File: src/rtl/pmfb_pkg.sv
// Shared types and constants for the page-mode framebuffer fill block.
// No dependencies; every other file imports this package.
`default_nettype none

package pmfb_pkg;

   localparam int ROWS_DEFAULT  = 16;
   localparam int COLS_DEFAULT  = 64;
   localparam int QUEUE_DEFAULT = 2;
   localparam int PAGE_ROWS     = 8;
   localparam int WORD_BYTES    = 8;

   localparam logic [1:0] OP_PAINT  = 2'd0;
   localparam logic [1:0] OP_ERASE  = 2'd1;
   localparam logic [1:0] OP_CLEAR  = 2'd2;
   localparam logic [1:0] OP_ENCODE = 2'd3;

   typedef struct packed {
      logic [1:0] opcode;
      logic [5:0] left_column;
      logic [3:0] top_row;
      logic [6:0] rect_width;
      logic [4:0] rect_height;
   } req_type;

   typedef struct packed {
      logic [63:0] page_bytes;
      logic [3:0]  word_index;
      logic        last;
   } rsp_type;

   typedef struct packed {
      logic [1:0] opcode;
      logic [3:0] row_first;
      logic [6:0] row_end;
      logic [5:0] col_first;
      logic [7:0] col_end;
   } cmd_type;

   typedef struct packed {
      logic queue_full;
      logic store_init;
   } hold_type;

endpackage

`default_nettype wire

File: src/rtl/pmfb_front.sv
// Front end: accepts commands, clips rectangles and queues the work.
// Depends on pmfb_pkg.
`default_nettype none

module pmfb_front #(
   parameter int ROWS = pmfb_pkg::ROWS_DEFAULT,
   parameter int COLS = pmfb_pkg::COLS_DEFAULT
) (
   input  logic              start,
   input  pmfb_pkg::req_type req_data,
   input  pmfb_pkg::hold_type hold,
   output logic              busy,
   output logic              push,
   output pmfb_pkg::cmd_type push_data
);
   import pmfb_pkg::*;

   localparam logic [6:0] ROW_LIMIT = 7'(ROWS);
   localparam logic [7:0] COL_LIMIT = 8'(COLS);

   logic [6:0] row_sum;
   logic [7:0] col_sum;
   logic       is_rect;
   logic       empty_rect;

   assign row_sum = 7'(req_data.top_row) + 7'(req_data.rect_height);
   assign col_sum = 8'(req_data.left_column) + 8'(req_data.rect_width);

   assign is_rect = (req_data.opcode == OP_PAINT) || (req_data.opcode == OP_ERASE);
   assign empty_rect = (7'(req_data.top_row) >= ROW_LIMIT) || (req_data.rect_height == '0) ||
                       (req_data.rect_width == '0) || (8'(req_data.left_column) >= COL_LIMIT);

   assign busy = hold.queue_full | hold.store_init;
   // drop rectangles that clip away entirely
   assign push = start & ~busy & ~(is_rect & empty_rect);

   always_comb begin
      push_data.opcode    = req_data.opcode;
      push_data.row_first = req_data.top_row;
      push_data.row_end   = (row_sum > ROW_LIMIT) ? ROW_LIMIT : row_sum;
      push_data.col_first = req_data.left_column;
      push_data.col_end   = (col_sum > COL_LIMIT) ? COL_LIMIT : col_sum;
   end

endmodule

`default_nettype wire

File: src/rtl/pmfb_cmdq.sv
// Short command queue between the front end and the store sequencer.
// Depends on pmfb_pkg.
`default_nettype none

module pmfb_cmdq #(
   parameter int DEPTH = pmfb_pkg::QUEUE_DEFAULT
) (
   input  logic              clock,
   input  logic              reset,
   input  logic              push,
   input  pmfb_pkg::cmd_type push_data,
   output logic              full,
   input  logic              pop,
   output pmfb_pkg::cmd_type pop_data,
   output logic              empty
);
   import pmfb_pkg::*;

   localparam int PW  = (DEPTH > 1) ? $clog2(DEPTH) : 1;
   localparam int CNW = $clog2(DEPTH + 1);

   cmd_type        slot_ff [DEPTH];
   logic [PW-1:0]  wr_ptr_ff, wr_ptr_in;
   logic [PW-1:0]  rd_ptr_ff, rd_ptr_in;
   logic [CNW-1:0] count_ff, count_in;

   assign full     = (count_ff == CNW'(DEPTH));
   assign empty    = (count_ff == '0);
   assign pop_data = slot_ff[rd_ptr_ff];

   always_comb begin
      wr_ptr_in = wr_ptr_ff;
      rd_ptr_in = rd_ptr_ff;
      if (push) begin
         wr_ptr_in = (wr_ptr_ff == PW'(DEPTH - 1)) ? '0 : wr_ptr_ff + PW'(1);
      end
      if (pop) begin
         rd_ptr_in = (rd_ptr_ff == PW'(DEPTH - 1)) ? '0 : rd_ptr_ff + PW'(1);
      end
      count_in = count_ff + CNW'(push) - CNW'(pop);
   end

   always_ff @(posedge clock) begin
      if (reset) begin
         wr_ptr_ff <= '0;
         rd_ptr_ff <= '0;
         count_ff  <= '0;
      end else begin
         wr_ptr_ff <= wr_ptr_in;
         rd_ptr_ff <= rd_ptr_in;
         count_ff  <= count_in;
      end
   end

   always_ff @(posedge clock) begin
      if (push) begin
         slot_ff[wr_ptr_ff] <= push_data;
      end
   end

endmodule

`default_nettype wire

File: src/rtl/pmfb_back.sv
// Back end: pixel row store, rectangle read-modify-write, clear sweep and
// page readout packing. Depends on pmfb_pkg.
`default_nettype none

module pmfb_back #(
   parameter int ROWS = pmfb_pkg::ROWS_DEFAULT,
   parameter int COLS = pmfb_pkg::COLS_DEFAULT
) (
   input  logic              clock,
   input  logic              reset,
   input  logic              q_empty,
   input  pmfb_pkg::cmd_type q_data,
   output logic              q_pop,
   output logic              store_init,
   output logic              rsp_valid,
   output pmfb_pkg::rsp_type rsp_data
);
   import pmfb_pkg::*;

   localparam int RW = $clog2(ROWS);
   localparam int RB = RW + 2;
   localparam int CW = $clog2(COLS + 1);

   localparam logic [2:0] ST_INIT  = 3'd0;
   localparam logic [2:0] ST_IDLE  = 3'd1;
   localparam logic [2:0] ST_FILL  = 3'd2;
   localparam logic [2:0] ST_CLEAR = 3'd3;
   localparam logic [2:0] ST_LOAD  = 3'd4;
   localparam logic [2:0] ST_WAIT  = 3'd5;
   localparam logic [2:0] ST_PACK  = 3'd6;

   logic [COLS-1:0] pixel_rows_ff [ROWS];
   logic [COLS-1:0] rd_data_ff;
   logic            rd_en, wr_en;
   logic [RW-1:0]   rd_addr, wr_addr;
   logic [COLS-1:0] wr_data;

   logic [2:0]      state_ff, state_in;
   cmd_type         cmd_ff, cmd_in;
   logic [RW-1:0]   cnt_ff, cnt_in;
   logic [RW-1:0]   wr_row_ff, wr_row_in;
   logic [RW-1:0]   base_ff, base_in;
   logic [2:0]      lcnt_ff, lcnt_in;
   logic [2:0]      fill_ff, fill_in;
   logic            fill_pend_ff, fill_pend_in;
   logic            load_pend_ff, load_pend_in;
   logic [COLS-1:0] page_ff [PAGE_ROWS];
   logic [COLS-1:0] page_in [PAGE_ROWS];
   logic [CW-1:0]   rem_ff, rem_in;
   logic [63:0]     acc_ff, acc_in;
   logic [3:0]      widx_ff, widx_in;
   logic            rsp_valid_ff, rsp_valid_in;
   rsp_type         rsp_ff, rsp_in;

   logic [COLS-1:0] col_mask;
   logic [3:0]      avail, take, fill_sum;
   logic [63:0]     cand, keep, placed, acc_sum;
   logic [CW-1:0]   rem_sub;
   logic            page_done, last_page, stream_end;

   assign store_init = (state_ff == ST_INIT);
   assign rsp_valid  = rsp_valid_ff;
   assign rsp_data   = rsp_ff;

   always_comb begin
      for (int c = 0; c < COLS; c++) begin
         col_mask[c] = (8'(c) >= 8'(cmd_ff.col_first)) && (8'(c) < cmd_ff.col_end);
      end
   end

   always_comb begin
      rd_en   = (state_ff == ST_FILL) || (state_ff == ST_LOAD);
      rd_addr = (state_ff == ST_LOAD) ? base_ff + RW'(lcnt_ff) : cnt_ff;
      wr_en   = fill_pend_ff || (state_ff == ST_INIT) || (state_ff == ST_CLEAR);
      if (fill_pend_ff) begin
         wr_addr = wr_row_ff;
         wr_data = (cmd_ff.opcode == OP_PAINT) ? (rd_data_ff | col_mask)
                                               : (rd_data_ff & ~col_mask);
      end else begin
         wr_addr = cnt_ff;
         wr_data = '0;
      end
   end

   always_ff @(posedge clock) begin
      if (wr_en) begin
         pixel_rows_ff[wr_addr] <= wr_data;
      end
      if (rd_en) begin
         rd_data_ff <= pixel_rows_ff[rd_addr];
      end
   end

   always_comb begin
      avail = 4'(WORD_BYTES) - {1'b0, fill_ff};
      take  = (rem_ff >= CW'(avail)) ? avail : 4'(rem_ff);
      for (int b = 0; b < WORD_BYTES; b++) begin
         for (int i = 0; i < PAGE_ROWS; i++) begin
            cand[8*b+i] = ~page_ff[i][b];
         end
         keep[8*b +: 8] = (4'(b) < take) ? 8'hFF : 8'h00;
      end
      placed     = (cand & keep) << {fill_ff, 3'b000};
      acc_sum    = acc_ff | placed;
      fill_sum   = {1'b0, fill_ff} + take;
      rem_sub    = rem_ff - CW'(take);
      page_done  = (rem_sub == '0);
      last_page  = (RB'(base_ff) + RB'(2 * PAGE_ROWS)) > RB'(ROWS);
      stream_end = page_done && last_page;
   end

   always_comb begin
      state_in     = state_ff;
      cmd_in       = cmd_ff;
      cnt_in       = cnt_ff;
      wr_row_in    = wr_row_ff;
      base_in      = base_ff;
      lcnt_in      = lcnt_ff;
      fill_in      = fill_ff;
      fill_pend_in = 1'b0;
      load_pend_in = 1'b0;
      rem_in       = rem_ff;
      acc_in       = acc_ff;
      widx_in      = widx_ff;
      rsp_valid_in = 1'b0;
      rsp_in       = rsp_ff;
      q_pop        = 1'b0;
      for (int i = 0; i < PAGE_ROWS; i++) begin
         page_in[i] = page_ff[i];
      end

      // shift each loaded row into the page line
      if (load_pend_ff) begin
         for (int i = 0; i < PAGE_ROWS - 1; i++) begin
            page_in[i] = page_ff[i+1];
         end
         page_in[PAGE_ROWS-1] = rd_data_ff;
      end

      case (state_ff)
         ST_INIT, ST_CLEAR: begin
            if (cnt_ff == RW'(ROWS - 1)) begin
               cnt_in   = '0;
               state_in = ST_IDLE;
            end else begin
               cnt_in = cnt_ff + RW'(1);
            end
         end
         ST_IDLE: begin
            q_pop = !q_empty;
            if (!q_empty) begin
               cmd_in = q_data;
               case (q_data.opcode)
                  OP_PAINT, OP_ERASE: begin
                     cnt_in   = RW'(q_data.row_first);
                     state_in = ST_FILL;
                  end
                  OP_CLEAR: begin
                     cnt_in   = '0;
                     state_in = ST_CLEAR;
                  end
                  OP_ENCODE: begin
                     base_in  = '0;
                     lcnt_in  = '0;
                     acc_in   = '0;
                     fill_in  = '0;
                     widx_in  = '0;
                     state_in = ST_LOAD;
                  end
                  default: begin
                     state_in = ST_IDLE;
                  end
               endcase
            end
         end
         ST_FILL: begin
            fill_pend_in = 1'b1;
            wr_row_in    = cnt_ff;
            if (7'(cnt_ff) + 7'd1 == cmd_ff.row_end) begin
               state_in = ST_IDLE;
            end else begin
               cnt_in = cnt_ff + RW'(1);
            end
         end
         ST_LOAD: begin
            load_pend_in = 1'b1;
            if (lcnt_ff == 3'(PAGE_ROWS - 1)) begin
               state_in = ST_WAIT;
            end else begin
               lcnt_in = lcnt_ff + 3'd1;
            end
         end
         ST_WAIT: begin
            rem_in   = CW'(COLS);
            state_in = ST_PACK;
         end
         ST_PACK: begin
            for (int i = 0; i < PAGE_ROWS; i++) begin
               page_in[i] = page_ff[i] >> take;
            end
            rem_in = rem_sub;
            if ((fill_sum == 4'(WORD_BYTES)) || stream_end) begin
               rsp_valid_in       = 1'b1;
               rsp_in.page_bytes  = acc_sum;
               rsp_in.word_index  = widx_ff;
               rsp_in.last        = stream_end;
               widx_in            = widx_ff + 4'd1;
               acc_in             = '0;
               fill_in            = '0;
            end else begin
               acc_in  = acc_sum;
               fill_in = fill_sum[2:0];
            end
            if (page_done) begin
               if (last_page) begin
                  state_in = ST_IDLE;
               end else begin
                  base_in  = base_ff + RW'(PAGE_ROWS);
                  lcnt_in  = '0;
                  state_in = ST_LOAD;
               end
            end
         end
         default: begin
            state_in = ST_IDLE;
         end
      endcase
   end

   always_ff @(posedge clock) begin
      if (reset) begin
         state_ff     <= ST_INIT;
         cnt_ff       <= '0;
         base_ff      <= '0;
         lcnt_ff      <= '0;
         fill_ff      <= '0;
         rem_ff       <= '0;
         widx_ff      <= '0;
         fill_pend_ff <= 1'b0;
         load_pend_ff <= 1'b0;
         rsp_valid_ff <= 1'b0;
      end else begin
         state_ff     <= state_in;
         cnt_ff       <= cnt_in;
         base_ff      <= base_in;
         lcnt_ff      <= lcnt_in;
         fill_ff      <= fill_in;
         rem_ff       <= rem_in;
         widx_ff      <= widx_in;
         fill_pend_ff <= fill_pend_in;
         load_pend_ff <= load_pend_in;
         rsp_valid_ff <= rsp_valid_in;
      end
   end

   always_ff @(posedge clock) begin
      cmd_ff    <= cmd_in;
      wr_row_ff <= wr_row_in;
      acc_ff    <= acc_in;
      rsp_ff    <= rsp_in;
      for (int i = 0; i < PAGE_ROWS; i++) begin
         page_ff[i] <= page_in[i];
      end
   end

endmodule

`default_nettype wire

File: src/rtl/page_mode_framebuffer_fill.sv
// Top level of the page-mode framebuffer fill block.
// Depends on pmfb_pkg, pmfb_front, pmfb_cmdq and pmfb_back.
//
//   channel   ports                     transfer
//   command   start, busy, req_data     taken when start high and busy low
//   result    rsp_valid, rsp_data       one-cycle strobe, cannot be held off
//
// Paint and erase visit each clipped row in turn; clear sweeps every row to blank.
// Encode loads each page of eight rows from the single read port and then packs
// its columns into words, one result per packed word.
// After reset the store is swept to blank with busy high.
// Busy also rises while the command queue is full; results never stall.
`default_nettype none

module page_mode_framebuffer_fill #(
   parameter int ROWS        = pmfb_pkg::ROWS_DEFAULT,
   parameter int COLS        = pmfb_pkg::COLS_DEFAULT,
   parameter int QUEUE_DEPTH = pmfb_pkg::QUEUE_DEFAULT
) (
   input  logic              clock,
   input  logic              reset,
   input  logic              start,
   input  pmfb_pkg::req_type req_data,
   output logic              busy,
   output logic              rsp_valid,
   output pmfb_pkg::rsp_type rsp_data
);
   import pmfb_pkg::*;

   hold_type hold;
   logic     push, pop, q_full, q_empty, store_init;
   cmd_type  push_data, pop_data;

   assign hold.queue_full = q_full;
   assign hold.store_init = store_init;

   pmfb_front #(
      .ROWS(ROWS),
      .COLS(COLS)
   ) u_front (
      .start    (start),
      .req_data (req_data),
      .hold     (hold),
      .busy     (busy),
      .push     (push),
      .push_data(push_data)
   );

   pmfb_cmdq #(
      .DEPTH(QUEUE_DEPTH)
   ) u_cmdq (
      .clock    (clock),
      .reset    (reset),
      .push     (push),
      .push_data(push_data),
      .full     (q_full),
      .pop      (pop),
      .pop_data (pop_data),
      .empty    (q_empty)
   );

   pmfb_back #(
      .ROWS(ROWS),
      .COLS(COLS)
   ) u_back (
      .clock     (clock),
      .reset     (reset),
      .q_empty   (q_empty),
      .q_data    (pop_data),
      .q_pop     (pop),
      .store_init(store_init),
      .rsp_valid (rsp_valid),
      .rsp_data  (rsp_data)
   );

endmodule

`default_nettype wire

File: config.mk
export PLATFORM = sky130hd
export DESIGN_NAME = page_mode_framebuffer_fill
export DESIGN_NICKNAME = d
export VERILOG_FILES = /design/src/rtl/pmfb_pkg.sv /design/src/rtl/pmfb_front.sv /design/src/rtl/pmfb_cmdq.sv /design/src/rtl/pmfb_back.sv /design/src/rtl/page_mode_framebuffer_fill.sv
export SDC_FILE = /design/constraint.sdc
export NUM_CORES = 2
export LEC_CHECK = 0
export BUFFER_PORTS_ARGS = -buffer_cell sky130_fd_sc_hd__buf_2
export CORE_ASPECT_RATIO = 0.8
export CORE_MARGIN = 2
export CORE_UTILIZATION = 30
export DETAILED_ROUTE_END_ITERATION = 16
export PLACE_DENSITY = 0.55
export SYNTH_ARGS = -nofsm -noshare
export SYNTH_HDL_FRONTEND = slang
export SYNTH_SLANG_ARGS = --single-unit
File: constraint.sdc
create_clock -name clock -period 15.9 [get_ports clock]
set_clock_uncertainty 0.15 [all_clocks]
set_input_delay 3.18 -clock clock [delete_from_list [all_inputs] [get_ports clock]]
set_output_delay 3.18 -clock clock [all_outputs]
set_load 0.01 [all_outputs]
==> run_results.csv <==
group,metric,value,unit
floorplanning,fp.dieW,631,um
timing,finalSetupTns,0,ns
critical_path,crit_path_max_incr_delay,0.84,ns
critical_path,cp-end-kind,"register",
critical_path,cp_top_family,"buffers and inverters",
power,finalPower,10.5,mW
layout,syn_to_final_growth,11.9,%
clock_tree,cts_tree,"done",
critical_path,cp_cell_sequence,"inv_2, ha_1, inv_1, o21ai_0, a31o_2, buf_4, a21oi_4, buf_4, nor2_4, buf_4, buf_4, buf_12, buf_4, buf_4, mux2i_1, mux2i_1, a221o_1, o22a_1",
detailed_routing,wl_per_cell,26.7,um
layout,regArea,55000,sq um
grt,grt.total_usage,0.187,
synthesis,synth_top_area_frac,0.576,
grt,antenna_found_initial,5,
place,io_buffers,97,
detailed_routing,dr.max_layer_used,"met5",
job,maxCapViolCount,2,
synthesis,async_flop_share,0,
clock_tree,clk_pin_slew,0.07,ns
power,leakage,39.6,nW
clock_tree,cts_root_buffer,"clkbuf_16",
detailed_routing,drcViolationCount,0,
worst_hold_path,hp-class,"register to register",
layout,fillCellCount,30800,
critical_path,path_max_fanout,107,
synthesis,yosysWarnings,0,
power,max-vdd-ir-drop,99.3,uV
synthesis,synth_top_cell_by_area,"edfxtp_1",
timing,whs,0.366,ns
outcome,outcome,"finished with violations",
critical_path,crit_required,16.37,ns
place,place_area,99100,sq um
clock_tree,cts_resized,0,
synthesis,synth_common_cells,"edfxtp_1, nand2_1, mux2i_1",
critical_path,crit_arrival,9.41,ns
floorplanning,initial_utilization,0.301,
clock_tree,cts_buffers,202,
grt,grt_max_degree,201,
detailed_routing,via_count,68100,
clock_tree,cts_hold_buf,0,
timing,period_share,0.562,
power,power_density,99.1,nW/um^2
synthesis,synth_area_leaders,"edfxtp_1, mux2i_1, mux4_2",
detailed_routing,wirelength_met1,134000,um
timing,period_minus_slack,8.93,ns
critical_path,cp-start-kind,"register",
synthesis,synth_cell_type_count,94,
clock_tree,clk_latency,0.88,ns
synthesis,synth_edf_count,1811,
grt,grt-ovfl-total,0,
floorplanning,die_h,506,um
place,gp_congestion,0.909,
timing,fmax,112,MHz
detailed_routing,first_pass_iters,6,
synthesis,synthFlopType,"edfxtp_1",
detailed_routing,ant_nets,0,
outcome,violations,"max-capacitance violations, max-slew violations",
clock_tree,cts_setup_buffers,0,
floorplanning,fp.dieArea,319000,sq um
layout,fin_cells,11700,
timing,drv_slew,8,
clock_tree,cts.sinks,1844,
layout,finish.utilization,0.337,
detailed_routing,dr.first_iter.drc_count,8673,
layout,multi_input_comb_area,36800,sq um
clock_tree,htree_levels,4,
synthesis,synth_cells,7491,
layout,nNetsFinal,7369,
layout,drive_above_1_share,0.125,
critical_path,critical_path_buf_inv_count,9,
detailed_routing,wirelength,311000,um
critical_path,cpMostUsedCell,"buf_4",
place,dp_slack,7.22,ns
detailed_routing,wl_met2,141000,um
grt,grt_pass1_vias,67900,
synthesis,ys_seq_area_frac,0.583,
detailed_routing,avgViaCountPerCell,5.85,
timing,rsz0062_at_grt,"no",
layout,design_area,106000,sq um
floorplanning,ios,98,
timing,slew_headroom,-0.0452,
floorplanning,rows,184,
timing,tightest_slew,1.55,ns
timing,finalSetupViolCount,0,
detailed_routing,routed-wl-met3,28500,um
synthesis,synth_area,94400,sq um
critical_path,path_class,"register to register",
place,dp_cells,11300,
floorplanning,core_region_area,314000,sq um
timing,hold_viol,0,
timing,fin_ws,6.97,ns
synthesis,synth_most_common_cell,"edfxtp_1",
synthesis,synth.avg_cell_area,12.6,sq um
critical_path,crit_slowest_cell,"buf_4",
clock_tree,clockBufferDepth,4,
synthesis,ys_ff_latch,1844,
grt,grt_pass1_wl,456000,um
place,place_hpwl,193000,um
## cells in the final DEF, fill, tap and decap left out, types with 28 or more instances in the layout
| cell | netlist | final |
|---|---|---|
| buf_4 | 29 | 143 |
| a221oi_1 | 56 | 56 |
| clkbuf_16 | 0 | 205 |
| nor3_1 | 111 | 110 |
| mux2i_1 | 737 | 734 |
| o21ai_0 | 217 | 216 |
| buf_2 | 111 | 97 |
| o221ai_1 | 340 | 340 |
| edfxtp_1 | 1811 | 1811 |
| a22o_1 | 36 | 36 |
| nor2b_1 | 111 | 111 |
| mux2_2 | 43 | 43 |
| a21oi_1 | 271 | 270 |
| inv_1 | 58 | 57 |
| clkinv_1 | 2 | 30 |
| a22oi_1 | 288 | 288 |
| nand3_1 | 60 | 59 |
| o22ai_1 | 349 | 349 |
| mux4_2 | 257 | 257 |
| a21o_1 | 29 | 28 |
| dfxtp_1 | 33 | 30 |
| o211ai_1 | 58 | 58 |
| clkinv_2 | 0 | 39 |
| and2_1 | 75 | 74 |
| a211oi_1 | 168 | 168 |
| clkbuf_1 | 424 | 33 |
| a31oi_1 | 84 | 84 |
| nand2_1 | 958 | 951 |
| nor2_1 | 399 | 373 |
## worst paths after layout
| check | start | endpoint | slack (ns) | cells past startpoint |
|---|---|---|---|---|
| max | u_back.fill_ff[0] | u_back.page_ff[0][64] | 6.97 | 18 |
| min | u_cmdq.rd_ptr_ff | register | 0.37 | 2 |
| max reg2reg | u_back.fill_ff[0] | u_back.page_ff[0][64] | 6.97 | 18 |
| min reg2reg | u_cmdq.rd_ptr_ff | register | 0.37 | 2 |
## layer usage
layer,GRT usage,vias to the layer above
met5,0.00150,-
met3,0.0348,509
met4,0.0510,4
met2,0.293,3668
met1,0.264,34500
li1,-,29500
## kinds of logic (layout without fill, tap and decap cells)
kind of cell,Yosys count,after routing,share of synthesized area
other,1,6,0.0000397
AND/OR/NAND/NOR,1787,1787,0.0808
buffers and inverters,699,669,0.0307
XOR/XNOR,21,21,0.00203
multiplexers,1037,1037,0.145
AO/OA/AOI/OAI,2073,2073,0.154
adder cells (fa/ha/maj),29,29,0.00406
flip-flops,1844,1844,0.583
## layout make-up
| type | instances | share of cell area |
|---|---|---|
| tap | 4185 | 0.0496 |
| multi-input combinational | 4951 | 0.349 |
| timing repair buffer | 251 | 0.0168 |
| clock buffer | 238 | 0.0497 |
| sequential | 1844 | 0.521 |
| antenna | 2 | 0.0000474 |
| clock inverter | 116 | 0.0116 |
| inverter | 64 | 0.00236 |
## flip-flops by register name (all words and copies together) (netlist names), 7 cells and up, named ones only
signal                cells
u_back.pixel_rows_ff   1024
u_back.rd_data_ff        64
u_cmdq.slot_ff           52
u_back.rsp_data          69
u_back.rem_ff             7
u_back.cmd_ff            22
u_back.acc_ff            64
u_back.page_ff          512
## worst min-delay path: stages, from the launching register on
cell,delay (ns)
dfxtp_1,0.32
xnor2_1,0.08
nor2_1,0.08
## power breakdown
group / switching (mW) / leakage [nW] / internal (mW) / total (mW)
Sequential: 0.0131 / 17.1 / 5.34 / 5.35
Clock: 2.02 / 3.16 / 2.74 / 4.76
Combinational: 0.196 / 19.3 / 0.152 / 0.349
Power figures use the tool's default switching activity.
